## src/rtl/core/hsl_to_rgb_converter_macros.svh

```systemverilog
// hsl_to_rgb_converter_macros.svh: assertion macros for the converter
// no dependencies; included by files that carry concurrent assertions

`ifndef HSL_TO_RGB_CONVERTER_MACROS_SVH
`define HSL_TO_RGB_CONVERTER_MACROS_SVH

// same-cycle implication
`define HSL_ASSERT_NOW(label, clk, rst, ante, cons, msg) \
   label: assert property (@(posedge clk) disable iff (rst) (ante) |-> (cons)) \
      else $error(msg);

// next-cycle implication
`define HSL_ASSERT_NEXT(label, clk, rst, ante, cons, msg) \
   label: assert property (@(posedge clk) disable iff (rst) (ante) |=> (cons)) \
      else $error(msg);

`endif

```

## src/rtl/core/hsl_pkg.sv

```systemverilog
// hsl_pkg: widths, constants, sector codes and stage structs for the hsl to rgb converter
// no dependencies; imported by every rtl module and interface of the block

package hsl_pkg;

   localparam int UNIT_FRAC_BITS = 12;
   localparam int HUE_FRAC_BITS  = 6;

   localparam int HUE_W  = 16;
   localparam int UNIT_W = 13;
   localparam int CHAN_W = 8;

   localparam int UNIT_ONE    = 1 << UNIT_FRAC_BITS;
   localparam int U_W         = UNIT_FRAC_BITS + 1;
   localparam int NUM_SECTORS = 6;
   localparam int SECTOR_LEN  = 60 << HUE_FRAC_BITS;
   localparam int CIRCLE_LEN  = NUM_SECTORS * SECTOR_LEN;
   localparam int HR_W        = $clog2(CIRCLE_LEN);
   localparam int F_W         = $clog2(SECTOR_LEN + 1);

   // hue offset so the wrapped value is never negative
   localparam int HUE_SPAN  = 1 << (HUE_W - 1);
   localparam int HUE_WRAPS = (HUE_SPAN + CIRCLE_LEN - 1) / CIRCLE_LEN;
   localparam int HUE_OFS   = HUE_WRAPS * CIRCLE_LEN;
   localparam int HOFF_W    = $clog2(HUE_OFS + HUE_SPAN);
   localparam int Q_W       = $clog2((HUE_OFS + HUE_SPAN) / CIRCLE_LEN + 1);

   // reciprocal of the circle length for the quotient estimate
   localparam int     RECIP_SH = HOFF_W + 16;
   localparam longint RECIP    = (longint'(1) << RECIP_SH) / CIRCLE_LEN;
   localparam int     RECIP_W  = $clog2(RECIP + 1);
   localparam int     QP_W     = HOFF_W + RECIP_W;

   // channel value scale: full scale is 15 * 2^SCALE_SH
   localparam int CNUM_W   = 2 * UNIT_FRAC_BITS + 1;
   localparam int ACC_W    = 2 * UNIT_FRAC_BITS + 2;
   localparam int SCALE_SH = 2 * UNIT_FRAC_BITS + HUE_FRAC_BITS + 3;
   localparam int V_W      = SCALE_SH + 4;
   localparam int XP_W     = CNUM_W + F_W;
   localparam int RND_W    = SCALE_SH + 9;

   localparam logic [V_W-1:0] DENOM = V_W'(15) << SCALE_SH;

   typedef enum logic [2:0] {
      SEC_RY = 3'd0,
      SEC_YG = 3'd1,
      SEC_GC = 3'd2,
      SEC_CB = 3'd3,
      SEC_BM = 3'd4,
      SEC_MR = 3'd5
   } sector_type;

   typedef struct packed {
      logic              valid;
      logic [HR_W-1:0]   hue;
      logic [U_W-1:0]    light;
      logic [CNUM_W-1:0] chroma;
   } hc_stage_type;

   typedef struct packed {
      logic            valid;
      sector_type      sector;
      logic [V_W-1:0]  lo;
      logic [V_W-1:0]  hi;
      logic [XP_W-1:0] xprod;
   } sm_stage_type;

   typedef struct packed {
      logic              valid;
      logic [CHAN_W-1:0] red;
      logic [CHAN_W-1:0] green;
      logic [CHAN_W-1:0] blue;
   } px_stage_type;

endpackage

```

## src/rtl/core/hsl_hue_chroma.sv

```systemverilog
// hsl_hue_chroma: stages 1-2, hue wrap into one circle, clamping and chroma product
// depends on hsl_pkg

module hsl_hue_chroma import hsl_pkg::*; (
   input  logic              clock,
   input  logic              reset,
   input  logic              in_valid,
   output logic              in_ready,
   input  logic [HUE_W-1:0]  in_hue,
   input  logic [UNIT_W-1:0] in_sat,
   input  logic [UNIT_W-1:0] in_light,
   output hc_stage_type      out_stage,
   input  logic              out_ready
);

   logic s1_en, s2_en;
   logic s1_valid_ff, s1_valid_in;
   logic s2_valid_ff, s2_valid_in;

   logic [HOFF_W-1:0] s1_hoff_ff, s1_hoff_in;
   logic [Q_W-1:0]    s1_q_ff, s1_q_in;
   logic [U_W-1:0]    s1_sat_ff, s1_sat_in;
   logic [U_W-1:0]    s1_light_ff, s1_light_in;
   logic [U_W-1:0]    s1_span_ff, s1_span_in;
   logic [QP_W-1:0]   qprod;
   logic [U_W:0]      two_l;

   logic [HR_W-1:0]   s2_hue_ff, s2_hue_in;
   logic [U_W-1:0]    s2_light_ff, s2_light_in;
   logic [CNUM_W-1:0] s2_chroma_ff, s2_chroma_in;
   logic [HOFF_W-1:0] hrem;

   assign s2_en    = !s2_valid_ff || out_ready;
   assign s1_en    = !s1_valid_ff || s2_en;
   assign in_ready = s1_en;

   // stage 1
   assign s1_hoff_in  = {{(HOFF_W - HUE_W){in_hue[HUE_W-1]}}, in_hue} + HOFF_W'(HUE_OFS);
   assign qprod       = QP_W'(s1_hoff_in) * QP_W'(RECIP);
   assign s1_q_in     = Q_W'(qprod >> RECIP_SH);
   assign s1_sat_in   = (in_sat > UNIT_W'(UNIT_ONE)) ? U_W'(UNIT_ONE) : U_W'(in_sat);
   assign s1_light_in = (in_light > UNIT_W'(UNIT_ONE)) ? U_W'(UNIT_ONE) : U_W'(in_light);
   assign two_l       = {s1_light_in, 1'b0};
   assign s1_span_in  = (two_l >= (U_W + 1)'(UNIT_ONE))
                      ? U_W'((U_W + 1)'(2 * UNIT_ONE) - two_l) : U_W'(two_l);
   assign s1_valid_in = s1_en ? in_valid : s1_valid_ff;

   // stage 2
   assign hrem         = s1_hoff_ff - HOFF_W'(s1_q_ff) * HOFF_W'(CIRCLE_LEN);
   assign s2_hue_in    = (hrem >= HOFF_W'(CIRCLE_LEN))
                       ? HR_W'(hrem - HOFF_W'(CIRCLE_LEN)) : HR_W'(hrem);
   assign s2_chroma_in = CNUM_W'(s1_span_ff) * CNUM_W'(s1_sat_ff);
   assign s2_light_in  = s1_light_ff;
   assign s2_valid_in  = s2_en ? s1_valid_ff : s2_valid_ff;

   always_ff @(posedge clock) begin
      if (reset) begin
         s1_valid_ff <= 1'b0;
         s2_valid_ff <= 1'b0;
      end else begin
         s1_valid_ff <= s1_valid_in;
         s2_valid_ff <= s2_valid_in;
      end
   end

   always_ff @(posedge clock) begin
      if (s1_en) begin
         s1_hoff_ff  <= s1_hoff_in;
         s1_q_ff     <= s1_q_in;
         s1_sat_ff   <= s1_sat_in;
         s1_light_ff <= s1_light_in;
         s1_span_ff  <= s1_span_in;
      end
      if (s2_en) begin
         s2_hue_ff    <= s2_hue_in;
         s2_light_ff  <= s2_light_in;
         s2_chroma_ff <= s2_chroma_in;
      end
   end

   assign out_stage.valid  = s2_valid_ff;
   assign out_stage.hue    = s2_hue_ff;
   assign out_stage.light  = s2_light_ff;
   assign out_stage.chroma = s2_chroma_ff;

endmodule

```

## config.mk

```make
export PLATFORM = sky130hd
export DESIGN_NAME = hsl_hue_chroma
export DESIGN_NICKNAME = d
export VERILOG_FILES = /design/src/rtl/core/hsl_to_rgb_converter_macros.svh /design/src/rtl/core/hsl_pkg.sv /design/src/rtl/core/hsl_hue_chroma.sv
export SDC_FILE = /design/constraint.sdc
export NUM_CORES = 1
export LEC_CHECK = 0
export BUFFER_PORTS_ARGS = -buffer_cell sky130_fd_sc_hd__buf_2
export CAP_MARGIN = 40
export CORE_MARGIN = 1
export CORE_UTILIZATION = 63
export DETAILED_ROUTE_END_ITERATION = 10
export MAX_ROUTING_LAYER = met4
export PLACE_DENSITY = 0.83
export SETUP_SLACK_MARGIN = 0.1
export SLEW_MARGIN = 15
export SYNTH_ARGS = -nofsm -noshare
export SYNTH_HDL_FRONTEND = slang
export SYNTH_SLANG_ARGS = --single-unit
export TNS_END_PERCENT = 20
```

## constraint.sdc

```tcl
create_clock -name clock -period 11.6 [get_ports clock]
set_input_delay 2.32 -clock clock [delete_from_list [all_inputs] [get_ports clock]]
set_output_delay 2.32 -clock clock [all_outputs]
set_load 0.1 [all_outputs]
```

## After elaboration in Yosys (flattened, before gate mapping)

Cells that the tools add are included.

- Bits of input ports: 46
- Register bits after elaboration: 113

- Reduce and logical (&&, ||, !) cells: 4
- Order comparisons: 4
- Multiplexer cells: 3
- Multipliers: 3
- $add $sub $neg: 4

Operators by type and width:

| kind | count |
|---|---|
| multiplier 17 x 19 -> 35 bit (second input constant) | 1 |
| greater-than comparator 13 bit (second input constant) | 2 |
| two-way mux 13 bit | 2 |
| multiplier 13 x 13 -> 25 bit | 1 |
| adder 17 x 16 -> 17 bit (second input constant) | 1 |
| >= comparator 17 x 15 -> 1 bit (second input constant) | 1 |
| subtractor 17 bit | 1 |
| two-way mux 15 bit | 1 |
| subtractor 15 bit (second input constant) | 1 |
| >= comparator 14 x 13 -> 1 bit (second input constant) | 1 |
| subtractor 1 x 13 -> 13 bit (first input constant) | 1 |
| multiplier 2 x 6 -> 8 bit (second input constant) | 1 |
| zero test 1 bit | 2 |
| logical OR 1 bit | 2 |

## Logic depth before layout (Yosys ltp)

- Word-level depth: 4
- Depth in mapped cells: 23

## Least setup slack after synthesis

No wires, ideal clock.

- Path kind: input to register
- From: in in_hue[10]
- To: reg s1_q_ff[0], data pin
- Path buffers: 0
- Cell stages on the path: 20
- Arrival: 7.511 ns
- Library setup time: 0.269 ns
- Setup slack: 3.820 ns
- Path through: ha_1 -> nor3_1 -> nor3b_1 -> mux2i_1 -> fa_1 -> fa_1 -> inv_1 -> fa_1 -> inv_1 -> fa_1 -> fa_1 -> inv_1 -> ha_1 -> nand3_1 -> nor4_1 -> o41ai_1 -> a311oi_1 -> nor2_1 -> o31ai_1 -> xor2_1

- Word-level cells in the longest chain between the ends: 2

Ends and longest elaborated chain:

| item | line | text |
|---|---|---|
| start, declared | hsl_hue_chroma.sv:9 | `input logic [HUE_W-1:0] in_hue,` |
| adder 17 x 16 -> 17 bit | hsl_hue_chroma.sv:38 | `assign s1_hoff_in = {{(HOFF_W - HUE_W){in_hue[HUE_W-1]}}, in_hue} + HOFF_W'(HUE_OFS);` |
| net s1_hoff_in[16] | hsl_hue_chroma.sv:20 | `logic [HOFF_W-1:0] s1_hoff_ff, s1_hoff_in;` |
| multiplier 17 x 19 -> 35 bit | hsl_hue_chroma.sv:39 | `assign qprod = QP_W'(s1_hoff_in) * QP_W'(RECIP);` |
| net qprod[33] | hsl_hue_chroma.sv:25 | `logic [QP_W-1:0] qprod;` |
| end signal, assigned | hsl_hue_chroma.sv:69 | `s1_q_ff <= s1_q_in;` |
| end, declared | hsl_hue_chroma.sv:21 | `logic [Q_W-1:0] s1_q_ff, s1_q_in;` |

The timed path passes the listed nets, and every way through them passes these cells.
A chain may end at the register's enable or synchronous reset.

## Worst setup path after layout

Same ends and word-level chain as after synthesis.

==> out/results.txt <==
Outcome -> complete, no violations
Crit-path max FO -> 6
Post-DRT Antenna Nets -> 0
Initial Util -> 0.6487
Worst EP required -> 11710 ps
Port Buffers -> 99
Startpoint Class -> input port
DIE HEIGHT -> 146.8 um
EDFF count, synth -> 108
Total GRT Usage -> 0.2791
IO Count -> 101
Number of DRC markers in iteration 0 -> 537
Post-route setup TNS -> 0 ps
Pre-CTS setup slack -> 3204 ps
Clock root buffer -> clkbuf_16
Yosys cell types -> 54
Final setup viols -> 0
CP Capture Type -> register
Largest net degree at the start of global routing -> 58
PD cells -> 239.6 mW/mm^2
Top cells by area, synth -> fa_1 (28%), edfxtp_1 (25%), ha_1 (19%), inv_1 (8.1%), nand2_1 (3.5%)
Hpwl dp -> 22.57 mm
Post-synthesis sequential area ratio -> 0.2485
Antenna Cells -> 0
Total gr overflow -> 0
Total wire length -> 26.86 mm
Layout cells sized above 1 -> 0.1006
Hold Crit Class -> register to register
Post-synth top flop -> edfxtp_1
RSZ-0062 raised after global routing -> no
Crit share post-route -> 0.7014
Drt via density -> 5.470
Wire length per cell -> 16.77 um
Leak -> 0.007371 uW
Clock Skews -> 10.95 ps
CTS Sinks -> 110
Number of global-route vias before repair -> 9376
DR pass1 iterations -> 5
Num CTS Buffers -> 9
Synth top area share -> 0.2818
# H-tree levels -> 3
Synthesized cell area -> 0.01321 mm^2
Placeable core region -> 0.02036 mm^2
Fin nets -> 1756
Minimum clock period -> 8136 ps
TritonCTS clock tree -> yes
Clock Tree Buf Depth -> 2
Synth area leader -> fa_1
Max-slew violations -> 0
Worst EP arrival -> 8240 ps
Cts repair resizes -> 0
Final WS setup -> 3464 ps
Synthesized instance count -> 1244
Max Clk Rate -> 122.9 MHz
Worst slew margin -> 0.4281
Post-route DRC -> 0
Final Hold Fails -> 0
Filler cell count -> 1450
Synthesized area per cell -> 10.62 um^2
Final Wtd Congestion -> 0.9571
Crit Path Class -> input port to register
Initial antenna violation count -> 0
Synth warnings -> 0
Hold Slack -> 419.0 ps
Max VDD drop -> 153.8 uV
Area added between synthesis and finish -> 8.069%
Fin area -> 0.01428 mm^2
FP Rows -> 52
First-pass GRT wire length -> 45.46 mm
Die W -> 146.8 um
Post-synth top cells -> inv_1 (285), ha_1 (197), fa_1 (186), nand2_1 (124), edfxtp_1 (108)
Fraction of registers with async set or reset after synthesis -> 0
Worst slew pin tran -> 855.9 ps
Routed vias -> 8763
Top-count cell post-synth -> inv_1
Pwr Total -> 3420 uW
# hold bufs at CTS -> 0
Setup Buffers After CTS -> 0
Clock Latency Late Sink -> 370 ps
Die ar. -> 0.02155 mm^2
Area after DPL -> 0.01396 mm^2
Flop and latch count out of synthesis -> 110
Max-Cap Viols -> 0
Worst-path clk slew -> 80 ps
path summary, 6_finish.rpt:
kind / start / to / slack [ps] / cells after the start
worst max-delay path: in_hue[10] / s1_q_ff[0] / 3460 / 21
worst min-delay path: s1_light_ff[8] / s2_light_ff[8] / 420 / 0
worst max register to register: s1_span_ff[7] / s2_chroma_ff[23] / 5890 / 17
worst min register to register: s1_light_ff[8] / s2_light_ff[8] / 420 / 0
worst max-delay path: stages:
cell      delay [ps]
buf_2            120
ha_1             190
nor3_1           100
nor3b_1          700
mux2i_1          380
fa_1             480
fa_1             560
inv_1             80
fa_1             540
inv_1             60
fa_1             500
fa_1             550
inv_1             40
ha_1             290
nand3_1          120
nor4_1           330
o41ai_1          170
a311oi_1         290
nor2_1            80
o31ai_1          230
xor2_1           100
cell families (layout without fill, tap and decap cells):
| logic type | Yosys count | in the layout | synth area share |
|---|---|---|---|
| flip-flops | 110 | 110 | 0.2485 |
| XOR/XNOR | 51 | 51 | 0.03381 |
| AND/OR/NAND/NOR | 285 | 285 | 0.1064 |
| buffers and inverters | 316 | 402 | 0.09035 |
| AO/OA/AOI/OAI | 93 | 93 | 0.04858 |
| multiplexers | 4 | 4 | 0.003315 |
| other | 2 | 4 | 0.0005684 |
| adder cells (fa/ha/maj) | 383 | 383 | 0.4684 |
cell usage in the layout, fill, tap and decap left out, types with 13 or more instances in the layout:
| cell | instances |
|---|---|
| nand2_1 | 123 |
| ha_1 | 197 |
| fa_1 | 186 |
| inv_1 | 284 |
| o21ai_0 | 13 |
| xor2_1 | 20 |
| buf_2 | 99 |
| nor2_1 | 25 |
| edfxtp_1 | 108 |
| nor2b_1 | 27 |
| xnor2_1 | 31 |
| and2_1 | 62 |
| a21oi_1 | 32 |
routing by layer:
metal / up-vias / part of all wire / GRT usage
met3: 49 / 0.068 / 0.05217
li1: 4102 / - / -
met1: 4339 / 0.43 / 0.3610
met5: - / 0 / -
met2: 273 / 0.47 / 0.4403
met4: 0 / 0.028 / 0.1031
flip-flops by register name, indices dropped and copies added, names as in the netlist:
name          count
s2_chroma_ff     24
s2_light_ff      13
s2_valid_ff       1
s1_valid_ff       1
s1_hoff_ff       17
s2_hue_ff        15
s1_light_ff      13
s1_sat_ff        13
s1_span_ff       11
s1_q_ff           2
final cells by class:
class / count / area (um^2) / area share
multi-input cells: 820 / 8745 / 0.6125
clock inverters: 7 / 93.84 / 0.006573
inverters: 285 / 1070 / 0.07493
flip-flops and latches: 110 / 3283 / 0.2300
clock buffers: 9 / 225.2 / 0.01577
well taps: 270 / 337.8 / 0.02366
repair buffers: 101 / 523.0 / 0.03663
stage by stage:
step                cells    util
global route         1602  0.7011
global placement     1585  0.6844
CTS                  1602  0.7011
floorplan            1246       -
finish               1602  0.7011
detailed placement   1586  0.6854
power breakdown:
group          internal, uW  total, uW  switching (uW)
Sequential              556        606            50.2
Combinational           925       2490            1570
Clock                   157        324             167
Total                  1640       3420            1780
Note: power is estimated with default switching activity, not from simulation.
