[src/rtl/core/hsl_to_rgb_converter_macros.svh]
// hsl_to_rgb_converter_macros.svh: assertion macros for the converter
// no dependencies; included by files that carry concurrent assertions

`ifndef HSL_TO_RGB_CONVERTER_MACROS_SVH
`define HSL_TO_RGB_CONVERTER_MACROS_SVH

// same-cycle implication
`define HSL_ASSERT_NOW(label, clk, rst, ante, cons, msg) \
   label: assert property (@(posedge clk) disable iff (rst) (ante) |-> (cons)) \
      else $error(msg);

// next-cycle implication
`define HSL_ASSERT_NEXT(label, clk, rst, ante, cons, msg) \
   label: assert property (@(posedge clk) disable iff (rst) (ante) |=> (cons)) \
      else $error(msg);

`endif

[src/rtl/core/hsl_pkg.sv]
// hsl_pkg: widths, constants, sector codes and stage structs for the hsl to rgb converter
// no dependencies; imported by every rtl module and interface of the block

package hsl_pkg;

   localparam int UNIT_FRAC_BITS = 12;
   localparam int HUE_FRAC_BITS  = 6;

   localparam int HUE_W  = 16;
   localparam int UNIT_W = 13;
   localparam int CHAN_W = 8;

   localparam int UNIT_ONE    = 1 << UNIT_FRAC_BITS;
   localparam int U_W         = UNIT_FRAC_BITS + 1;
   localparam int NUM_SECTORS = 6;
   localparam int SECTOR_LEN  = 60 << HUE_FRAC_BITS;
   localparam int CIRCLE_LEN  = NUM_SECTORS * SECTOR_LEN;
   localparam int HR_W        = $clog2(CIRCLE_LEN);
   localparam int F_W         = $clog2(SECTOR_LEN + 1);

   // hue offset so the wrapped value is never negative
   localparam int HUE_SPAN  = 1 << (HUE_W - 1);
   localparam int HUE_WRAPS = (HUE_SPAN + CIRCLE_LEN - 1) / CIRCLE_LEN;
   localparam int HUE_OFS   = HUE_WRAPS * CIRCLE_LEN;
   localparam int HOFF_W    = $clog2(HUE_OFS + HUE_SPAN);
   localparam int Q_W       = $clog2((HUE_OFS + HUE_SPAN) / CIRCLE_LEN + 1);

   // reciprocal of the circle length for the quotient estimate
   localparam int     RECIP_SH = HOFF_W + 16;
   localparam longint RECIP    = (longint'(1) << RECIP_SH) / CIRCLE_LEN;
   localparam int     RECIP_W  = $clog2(RECIP + 1);
   localparam int     QP_W     = HOFF_W + RECIP_W;

   // channel value scale: full scale is 15 * 2^SCALE_SH
   localparam int CNUM_W   = 2 * UNIT_FRAC_BITS + 1;
   localparam int ACC_W    = 2 * UNIT_FRAC_BITS + 2;
   localparam int SCALE_SH = 2 * UNIT_FRAC_BITS + HUE_FRAC_BITS + 3;
   localparam int V_W      = SCALE_SH + 4;
   localparam int XP_W     = CNUM_W + F_W;
   localparam int RND_W    = SCALE_SH + 9;

   localparam logic [V_W-1:0] DENOM = V_W'(15) << SCALE_SH;

   typedef enum logic [2:0] {
      SEC_RY = 3'd0,
      SEC_YG = 3'd1,
      SEC_GC = 3'd2,
      SEC_CB = 3'd3,
      SEC_BM = 3'd4,
      SEC_MR = 3'd5
   } sector_type;

   typedef struct packed {
      logic              valid;
      logic [HR_W-1:0]   hue;
      logic [U_W-1:0]    light;
      logic [CNUM_W-1:0] chroma;
   } hc_stage_type;

   typedef struct packed {
      logic            valid;
      sector_type      sector;
      logic [V_W-1:0]  lo;
      logic [V_W-1:0]  hi;
      logic [XP_W-1:0] xprod;
   } sm_stage_type;

   typedef struct packed {
      logic              valid;
      logic [CHAN_W-1:0] red;
      logic [CHAN_W-1:0] green;
      logic [CHAN_W-1:0] blue;
   } px_stage_type;

endpackage

[src/rtl/core/hsl_sector_mix.sv]
// hsl_sector_mix: stages 3-4, hue sector, triangle factor, offset terms and secondary product
// depends on hsl_pkg

module hsl_sector_mix import hsl_pkg::*; (
   input  logic         clock,
   input  logic         reset,
   input  hc_stage_type in_stage,
   output logic         in_ready,
   output sm_stage_type out_stage,
   input  logic         out_ready
);

   function automatic logic [HR_W-1:0] sector_start(input sector_type sec);
      logic [HR_W-1:0] start;
      case (sec)
         SEC_RY:  start = '0;
         SEC_YG:  start = HR_W'(SECTOR_LEN);
         SEC_GC:  start = HR_W'(2 * SECTOR_LEN);
         SEC_CB:  start = HR_W'(3 * SECTOR_LEN);
         SEC_BM:  start = HR_W'(4 * SECTOR_LEN);
         default: start = HR_W'(5 * SECTOR_LEN);
      endcase
      return start;
   endfunction

   logic s3_en, s4_en;
   logic s3_valid_ff, s3_valid_in;
   logic s4_valid_ff, s4_valid_in;

   logic [2:0]        sec_cnt;
   logic [HR_W-1:0]   start;
   logic [ACC_W-1:0]  two_lu;
   sector_type        s3_sector_ff, s3_sector_in;
   logic [F_W-1:0]    s3_f_ff, s3_f_in;
   logic [V_W-1:0]    s3_lo_ff, s3_lo_in;
   logic [V_W-1:0]    s3_hi_ff, s3_hi_in;
   logic [CNUM_W-1:0] s3_chroma_ff;

   sector_type        s4_sector_ff;
   logic [V_W-1:0]    s4_lo_ff, s4_hi_ff;
   logic [XP_W-1:0]   s4_xprod_ff, s4_xprod_in;

   assign s4_en    = !s4_valid_ff || out_ready;
   assign s3_en    = !s3_valid_ff || s4_en;
   assign in_ready = s3_en;

   // stage 3
   always_comb begin
      sec_cnt = 3'd0;
      for (int k = 1; k < NUM_SECTORS; k++) begin
         if (in_stage.hue >= HR_W'(k * SECTOR_LEN)) begin
            sec_cnt = sec_cnt + 3'd1;
         end
      end
   end

   assign s3_sector_in = sector_type'(sec_cnt);
   assign start        = sector_start(s3_sector_in);
   assign s3_f_in      = sec_cnt[0] ? F_W'(start + HR_W'(SECTOR_LEN) - in_stage.hue)
                                    : F_W'(in_stage.hue - start);
   assign two_lu       = ACC_W'(in_stage.light) << (UNIT_FRAC_BITS + 1);
   assign s3_lo_in     = V_W'(two_lu - ACC_W'(in_stage.chroma)) * V_W'(SECTOR_LEN);
   assign s3_hi_in     = V_W'(two_lu + ACC_W'(in_stage.chroma)) * V_W'(SECTOR_LEN);
   assign s3_valid_in  = s3_en ? in_stage.valid : s3_valid_ff;

   // stage 4
   assign s4_xprod_in = XP_W'(s3_chroma_ff) * XP_W'(s3_f_ff);
   assign s4_valid_in = s4_en ? s3_valid_ff : s4_valid_ff;

   always_ff @(posedge clock) begin
      if (reset) begin
         s3_valid_ff <= 1'b0;
         s4_valid_ff <= 1'b0;
      end else begin
         s3_valid_ff <= s3_valid_in;
         s4_valid_ff <= s4_valid_in;
      end
   end

   always_ff @(posedge clock) begin
      if (s3_en) begin
         s3_sector_ff <= s3_sector_in;
         s3_f_ff      <= s3_f_in;
         s3_lo_ff     <= s3_lo_in;
         s3_hi_ff     <= s3_hi_in;
         s3_chroma_ff <= in_stage.chroma;
      end
      if (s4_en) begin
         s4_sector_ff <= s3_sector_ff;
         s4_lo_ff     <= s3_lo_ff;
         s4_hi_ff     <= s3_hi_ff;
         s4_xprod_ff  <= s4_xprod_in;
      end
   end

   assign out_stage.valid  = s4_valid_ff;
   assign out_stage.sector = s4_sector_ff;
   assign out_stage.lo     = s4_lo_ff;
   assign out_stage.hi     = s4_hi_ff;
   assign out_stage.xprod  = s4_xprod_ff;

endmodule

[config.mk]
export PLATFORM = sky130hd
export DESIGN_NAME = hsl_sector_mix
export DESIGN_NICKNAME = d
export VERILOG_FILES = /design/src/rtl/core/hsl_to_rgb_converter_macros.svh /design/src/rtl/core/hsl_pkg.sv /design/src/rtl/core/hsl_sector_mix.sv
export SDC_FILE = /design/constraint.sdc
export NUM_CORES = 1
export LEC_CHECK = 0
export BUFFER_PORTS_ARGS = -buffer_cell sky130_fd_sc_hd__buf_2
export CAP_MARGIN = 30
export CORE_ASPECT_RATIO = 0.7
export CORE_MARGIN = 10
export CORE_UTILIZATION = 35
export DETAILED_ROUTE_END_ITERATION = 6
export GPL_TIMING_DRIVEN = 0
export PLACE_DENSITY = 0.55
export SYNTH_ARGS = -nofsm -noshare
export SYNTH_HDL_FRONTEND = slang
export SYNTH_SLANG_ARGS = --single-unit
export TNS_END_PERCENT = 1
[constraint.sdc]
create_clock -name clock -period 9.9 [get_ports clock]
set_input_delay 1.485 -clock clock [delete_from_list [all_inputs] [get_ports clock]]
set_output_delay 1.485 -clock clock [all_outputs]
set_load 0.1 [all_outputs]
Word-level counts from Yosys, hierarchy flattened
Cells that the tools add are included.
{"block": "word_totals", "wordCells": 44, "in_bits": 57, "regBits": 198, "output_inout_bits": 116}
{"block": "op_classes", "n_eq_ne": 4, "mul": 3, "n_lt_le_gt_ge": 5, "n_addsub": 9, "reduce_logical": 5, "muxes": 7}
{"op": "one-hot mux 12 bit (5 select lines)", "n": 1}
{"op": "multiplier 25 x 12 -> 37 bit", "n": 1}
{"op": "multiplier 37 x 4 -> 29 bit, second input constant", "n": 1}
{"op": ">= comparator 15 x 14 -> 1 bit, second input constant", "n": 2}
{"op": "multiplier 27 x 4 -> 29 bit, second input constant", "n": 1}
{"op": "adder 26 x 25 -> 27 bit", "n": 1}
{"op": "subtractor 26 x 25 -> 27 bit", "n": 1}
{"op": "subtractor 12 bit", "n": 2}
{"op": ">= comparator 15 x 12 -> 1 bit, second input constant", "n": 1}
{"op": ">= comparator 15 x 13 -> 1 bit, second input constant", "n": 1}
{"op": ">= comparator 15 bit, second input constant", "n": 1}
{"op": "adder 12 bit, second input constant", "n": 1}
{"op": "adder 3 x 1 -> 3 bit, second input constant", "n": 4}
{"op": "2-to-1 mux 12 bit", "n": 1}
{"op": "2-to-1 mux 3 bit", "n": 4}
{"op": "== test 3 x 2 -> 1 bit, second input constant", "n": 2}
{"op": "== test 3 x 1 -> 1 bit, second input constant", "n": 1}
{"op": "== test 3 bit, second input constant", "n": 1}
{"op": "logical NOT 3 bit", "n": 1}
{"op": "logical NOT 1 bit", "n": 2}
{"op": "logical OR 1 bit", "n": 2}
{"op": "2-to-1 mux 1 bit", "n": 1}

Depth between registers and ports, before layout
{"block": "depth", "ltp_word": 15, "depth_mapped": 24, "depth_no_buf": 24}

Worst setup path before layout
No wires, ideal clock.
{"block": "synth_path", "kind": "in2reg", "from": "in in_stage[14] (netlist name)", "to": "reg s3_hi_ff[36] (data pin)", "n_path_buf": 0, "cell_stages": 19, "setup_ns": 0.150, "t_required_ns": 9.750, "arrival_time_ns": 5.995, "setup_slack_ns": 3.755, "path_cell_list": "inv_1 > ha_1 > inv_1 > a21oi_1 > o21ba_2 > o21ba_2 > o31ai_1 > a21oi_1 > xor2_1 > fa_1 > fa_1 > ha_1 > and3_1 > a221o_1 > nand2_1 > o21ai_1 > or4_4 > a2111o_1 > o211ai_2"}
{"block": "synth_via", "elab_chain_len": 2}
{"element": "from (decl)", "line_no": "hsl_sector_mix.sv:7", "source": "input hc_stage_type in_stage,"}
{"element": "adder 26 x 25 -> 27 bit", "line_no": "hsl_sector_mix.sv:63", "source": "assign s3_hi_in = V_W'(two_lu + ACC_W'(in_stage.chroma)) * V_W'(SECTOR_LEN);"}
{"element": "multiplier 27 x 4 -> 29 bit", "line_no": "hsl_sector_mix.sv:63"}
{"element": "via s3_hi_in[36]", "line_no": "hsl_sector_mix.sv:36", "source": "logic [V_W-1:0] s3_hi_ff, s3_hi_in;"}
{"element": "to (signal assigned)", "line_no": "hsl_sector_mix.sv:85", "source": "s3_hi_ff <= s3_hi_in;"}
{"element": "to (decl)", "line_no": "hsl_sector_mix.sv:36"}
The timed path passes the listed nets, and every way through them passes these cells.
A chain may end at the register's enable or synchronous reset.

Worst setup path in the final report
{"block": "layout_path", "from": "reg s3_f_ff[6]", "to": "reg s4_xprod_ff[35] (data pin)"}
{"block": "layout_via", "elab_chain_len": 1}
{"element": "from (decl)", "line_no": "hsl_sector_mix.sv:34", "source": "logic [F_W-1:0] s3_f_ff, s3_f_in;"}
{"element": "from (signal assigned)", "line_no": "hsl_sector_mix.sv:83", "source": "s3_f_ff <= s3_f_in;"}
{"element": "multiplier 25 x 12 -> 37 bit", "line_no": "hsl_sector_mix.sv:67", "source": "assign s4_xprod_in = XP_W'(s3_chroma_ff) * XP_W'(s3_f_ff);"}
{"element": "via s4_xprod_in[35]", "line_no": "hsl_sector_mix.sv:41", "source": "logic [XP_W-1:0] s4_xprod_ff, s4_xprod_in;"}
{"element": "to (signal assigned)", "line_no": "hsl_sector_mix.sv:92", "source": "s4_xprod_ff <= s4_xprod_in;"}
{"element": "to (decl)", "line_no": "hsl_sector_mix.sv:41"}
The timed path passes the listed nets, and every way through them passes these cells.

==> metrics <==
status finished, final reports clean; largest net degree at the start of global routing 58; setup ws final 2.93 ns; fin crit share 70.4%; die footprint 74900 um2; Die Y 232 um; Initial Util 35.5%; reg-to-reg setup timing slack 2.93 ns; FF+latch count, synth 195; Setup Fix Bufs, Post-CTS 0; Final min period 6.97 ns; initial antenna violation count 7; area growth from synthesis to layout 11.3%; Data arrival, critical path 7.21 ns; Placement Setup Slack 2.61 ns; maxcap violations 0; IO Pins 173; clock tree buffer depth 2; Yosys top cell area share 29.6%; Setup CP Type reg2reg; # DRC 0; EDFF count, synth 193; router iterations before antenna repair 5; ANT nets after route 0; Startpoint Class flop; Max Slew Vio Count 0; Clk pin slew, worst setup/hold paths 0.08 ns; Inserted Clock Buffers 17; routed len/inst 16.8 um; post-DP HPWL 44.9 mm; most common cell in the netlist inv_1; count of yosys warnings during synthesis 0; r2r worst-path depth 19; crit path cell chain clkbuf_1 -> nand2_1 -> fa_1 -> inv_1 -> fa_1 -> fa_1 -> fa_1 -> inv_1 -> fa_1 -> inv_1 -> ha_1 -> a21oi_1 -> o21ai_0 -> nand3_1 -> o21ai_0 -> o41ai_4 -> o21ai_2 -> and3b_1 -> o311ai_1; main area contributors after synthesis fa_1, edfxtp_1, ha_1; worst slew pin tran 0.988 ns; all-layer global routing usage 14.8%; hold path depth 0; CTS tree yes; via/cell ratio 4.73; DR vias 15.1k; Hold Buf Count CTS 0; top cell type by total area after synthesis fa_1; worst hold path endpoint s4_lo_ff[17]$_DFFE_PP_; H-tree levels 4; # rows 77; relative slew slack 33.4%; Syn Inst Count 2169; Fmax 144 MHz; CORE AREA 63400 um2; element type at the critical path end flop; r2r endpoint s4_xprod_ff[35]$_DFFE_PP_; Critical Path RT 10.14 ns; vias in the first global route 15.8k; CTS Root Cell clkbuf_16; post_cts resized 0; first-pass GRT wire length 86.5 mm; hold path startpoint s3_lo_ff[17]$_DFFE_PP_; slowest CP cell o21ai_0; I/O Buffers 155; routability cong. 0.862; fraction of layout cells with a size suffix above 1 10.1%; Synth async-reset ratio 0%; Worst path max stage delay 0.79 ns; Synth cell types 86; Top FF cell, synth edfxtp_1; Final TNS setup 0 ns; syn_area_per_cell 10.4 um2; First DRT Iteration DRCs 874; crit-path max FO 10; Final #Nets 2933; Most Frequent Cell on Critical Path fa_1; RSZ-0062 raised after global routing no; r2r startpoint s3_f_ff[6]$_DFFE_PP_; worst min path class reg2reg; clk_skew 0.0122 ns; final setup fails 0; area of the mapped netlist 22500 um2; final hold violations 0; overall die width 323 um; Clk Latency, worst-skew pair 0.51 ns; Post-Route WL 53.9 mm; filler cell count 6237; grt ovf 0; sequential share of the synthesized area 26.0%; clk sink count 195; Synth top cells by count inv_1, fa_1, nand2_1
-- worst max-delay path, delay by kind of cell, from the launching register on --
| kind | cells | cell delay (ns) |
|---|---|---|
| AOI/OAI and AO/OA | 6 | 1.69 |
| buffers and inverters | 4 | 0.76 |
| adders and majority gates | 6 | 3.00 |
| and+or+nand+nor | 3 | 0.53 |
| DFF | 1 | 0.70 |
-- cell usage in the layout, fill, tap and decap left out, drive strengths merged, types with 8 or more instances in the layout --
| cell | synthesis | layout |
|---|---|---|
| nor2b | 12 | 12 |
| conb | 1 | 16 |
| nor2 | 56 | 56 |
| nand2b | 9 | 9 |
| a211oi | 11 | 11 |
| fa | 332 | 332 |
| inv | 419 | 424 |
| a31oi | 8 | 8 |
| buf | 24 | 181 |
| nand3 | 20 | 20 |
| and3 | 13 | 13 |
| and2 | 102 | 102 |
| a21o | 37 | 37 |
| a21oi | 88 | 88 |
| edfxtp | 193 | 193 |
| o211ai | 9 | 9 |
| ha | 184 | 184 |
| xnor2 | 98 | 98 |
| nand2 | 262 | 262 |
| nor3 | 22 | 22 |
| xor2 | 40 | 40 |
| clkbuf | 61 | 78 |
| o21bai | 24 | 24 |
| o21ai | 43 | 43 |
-- layer usage --
layer  vias up  wire (um)  track usage (%)
li1       7273          -                -
met1      7563      26100             20.9
met2       254      23900             22.4
met3        46       2930             3.73
met4         8        803             4.00
met5         -         49                0
-- registers in the layout, summed over array words and instances, names as in the netlist --
register,flops
s4_xprod_ff,37
s3_f_ff,12
s4_hi_ff,29
s3_hi_ff,28
s3_sector_ff,3
s3_chroma_ff,25
s4_lo_ff,28
s4_sector_ff,3
s4_valid_ff,1
s3_lo_ff,28
s3_valid_ff,1
-- through the flow --
| stage | cells | hold WS [ns] | utilization [%] | cell area [um2] |
|---|---|---|---|---|
| after floorplan | 2184 | 0.400 | - | 22500 |
| after global placement | 3168 | 0.406 | 38.4 | 24400 |
| after detailed placement | 3170 | 0.406 | 38.5 | 24400 |
| after CTS | 3202 | 0.422 | 39.5 | 25000 |
| after global routing | 3203 | 0.434 | 39.5 | 25000 |
| final | 3203 | 0.419 | 39.5 | 25000 |
-- final cells by class --
cell class	count	area (um2)	share of cell area [%]
multi-input cells	1485	14700	58.9
inverters	419	1580	6.30
plain buffers	85	402	1.61
flip-flops and latches	195	5840	23.3
well taps	829	1040	4.15
clock inverters	15	170	0.680
repair buffers	157	831	3.32
clock buffers	17	425	1.70
diodes	1	2.50	0.0100
-- logic make-up after synthesis --
| logic type | Yosys count | synth area share [%] |
|---|---|---|
| other | 1 | 0.0167 |
| XOR/XNOR | 139 | 5.48 |
| AO/OA/AOI/OAI | 286 | 8.80 |
| multiplexers | 2 | 0.0946 |
| adder cells (fa/ha/maj) | 516 | 39.8 |
| flip-flops | 195 | 26.0 |
| AND/OR/NAND/NOR | 526 | 11.1 |
| buffers and inverters | 504 | 8.78 |
-- how the worst max path moves through the flow --
stage	startpoint	to	slack [ns]	cells past startpoint
6_report	s3_f_ff[6]$_DFFE_PP_	s4_xprod_ff[35]$_DFFE_PP_	2.93	19
5_1_grt	in_stage[2]	s3_lo_ff[36]$_DFFE_PP_	2.56	22
4_1_cts	s3_f_ff[10]$_DFFE_PP_	s4_xprod_ff[28]$_DFFE_PP_	2.94	20
3_5_place_dp	in_stage[2]	s3_lo_ff[36]$_DFFE_PP_	2.61	19
3_3_place_gp	out_ready	in_ready	2.56	4
2_1_floorplan	in_stage[14]	s3_hi_ff[36]$_DFFE_PP_	3.75	19
Power is left out: the tool's default activity adds up to more than one toggle a clock period on the data nets, which glitch-free logic cannot reach.
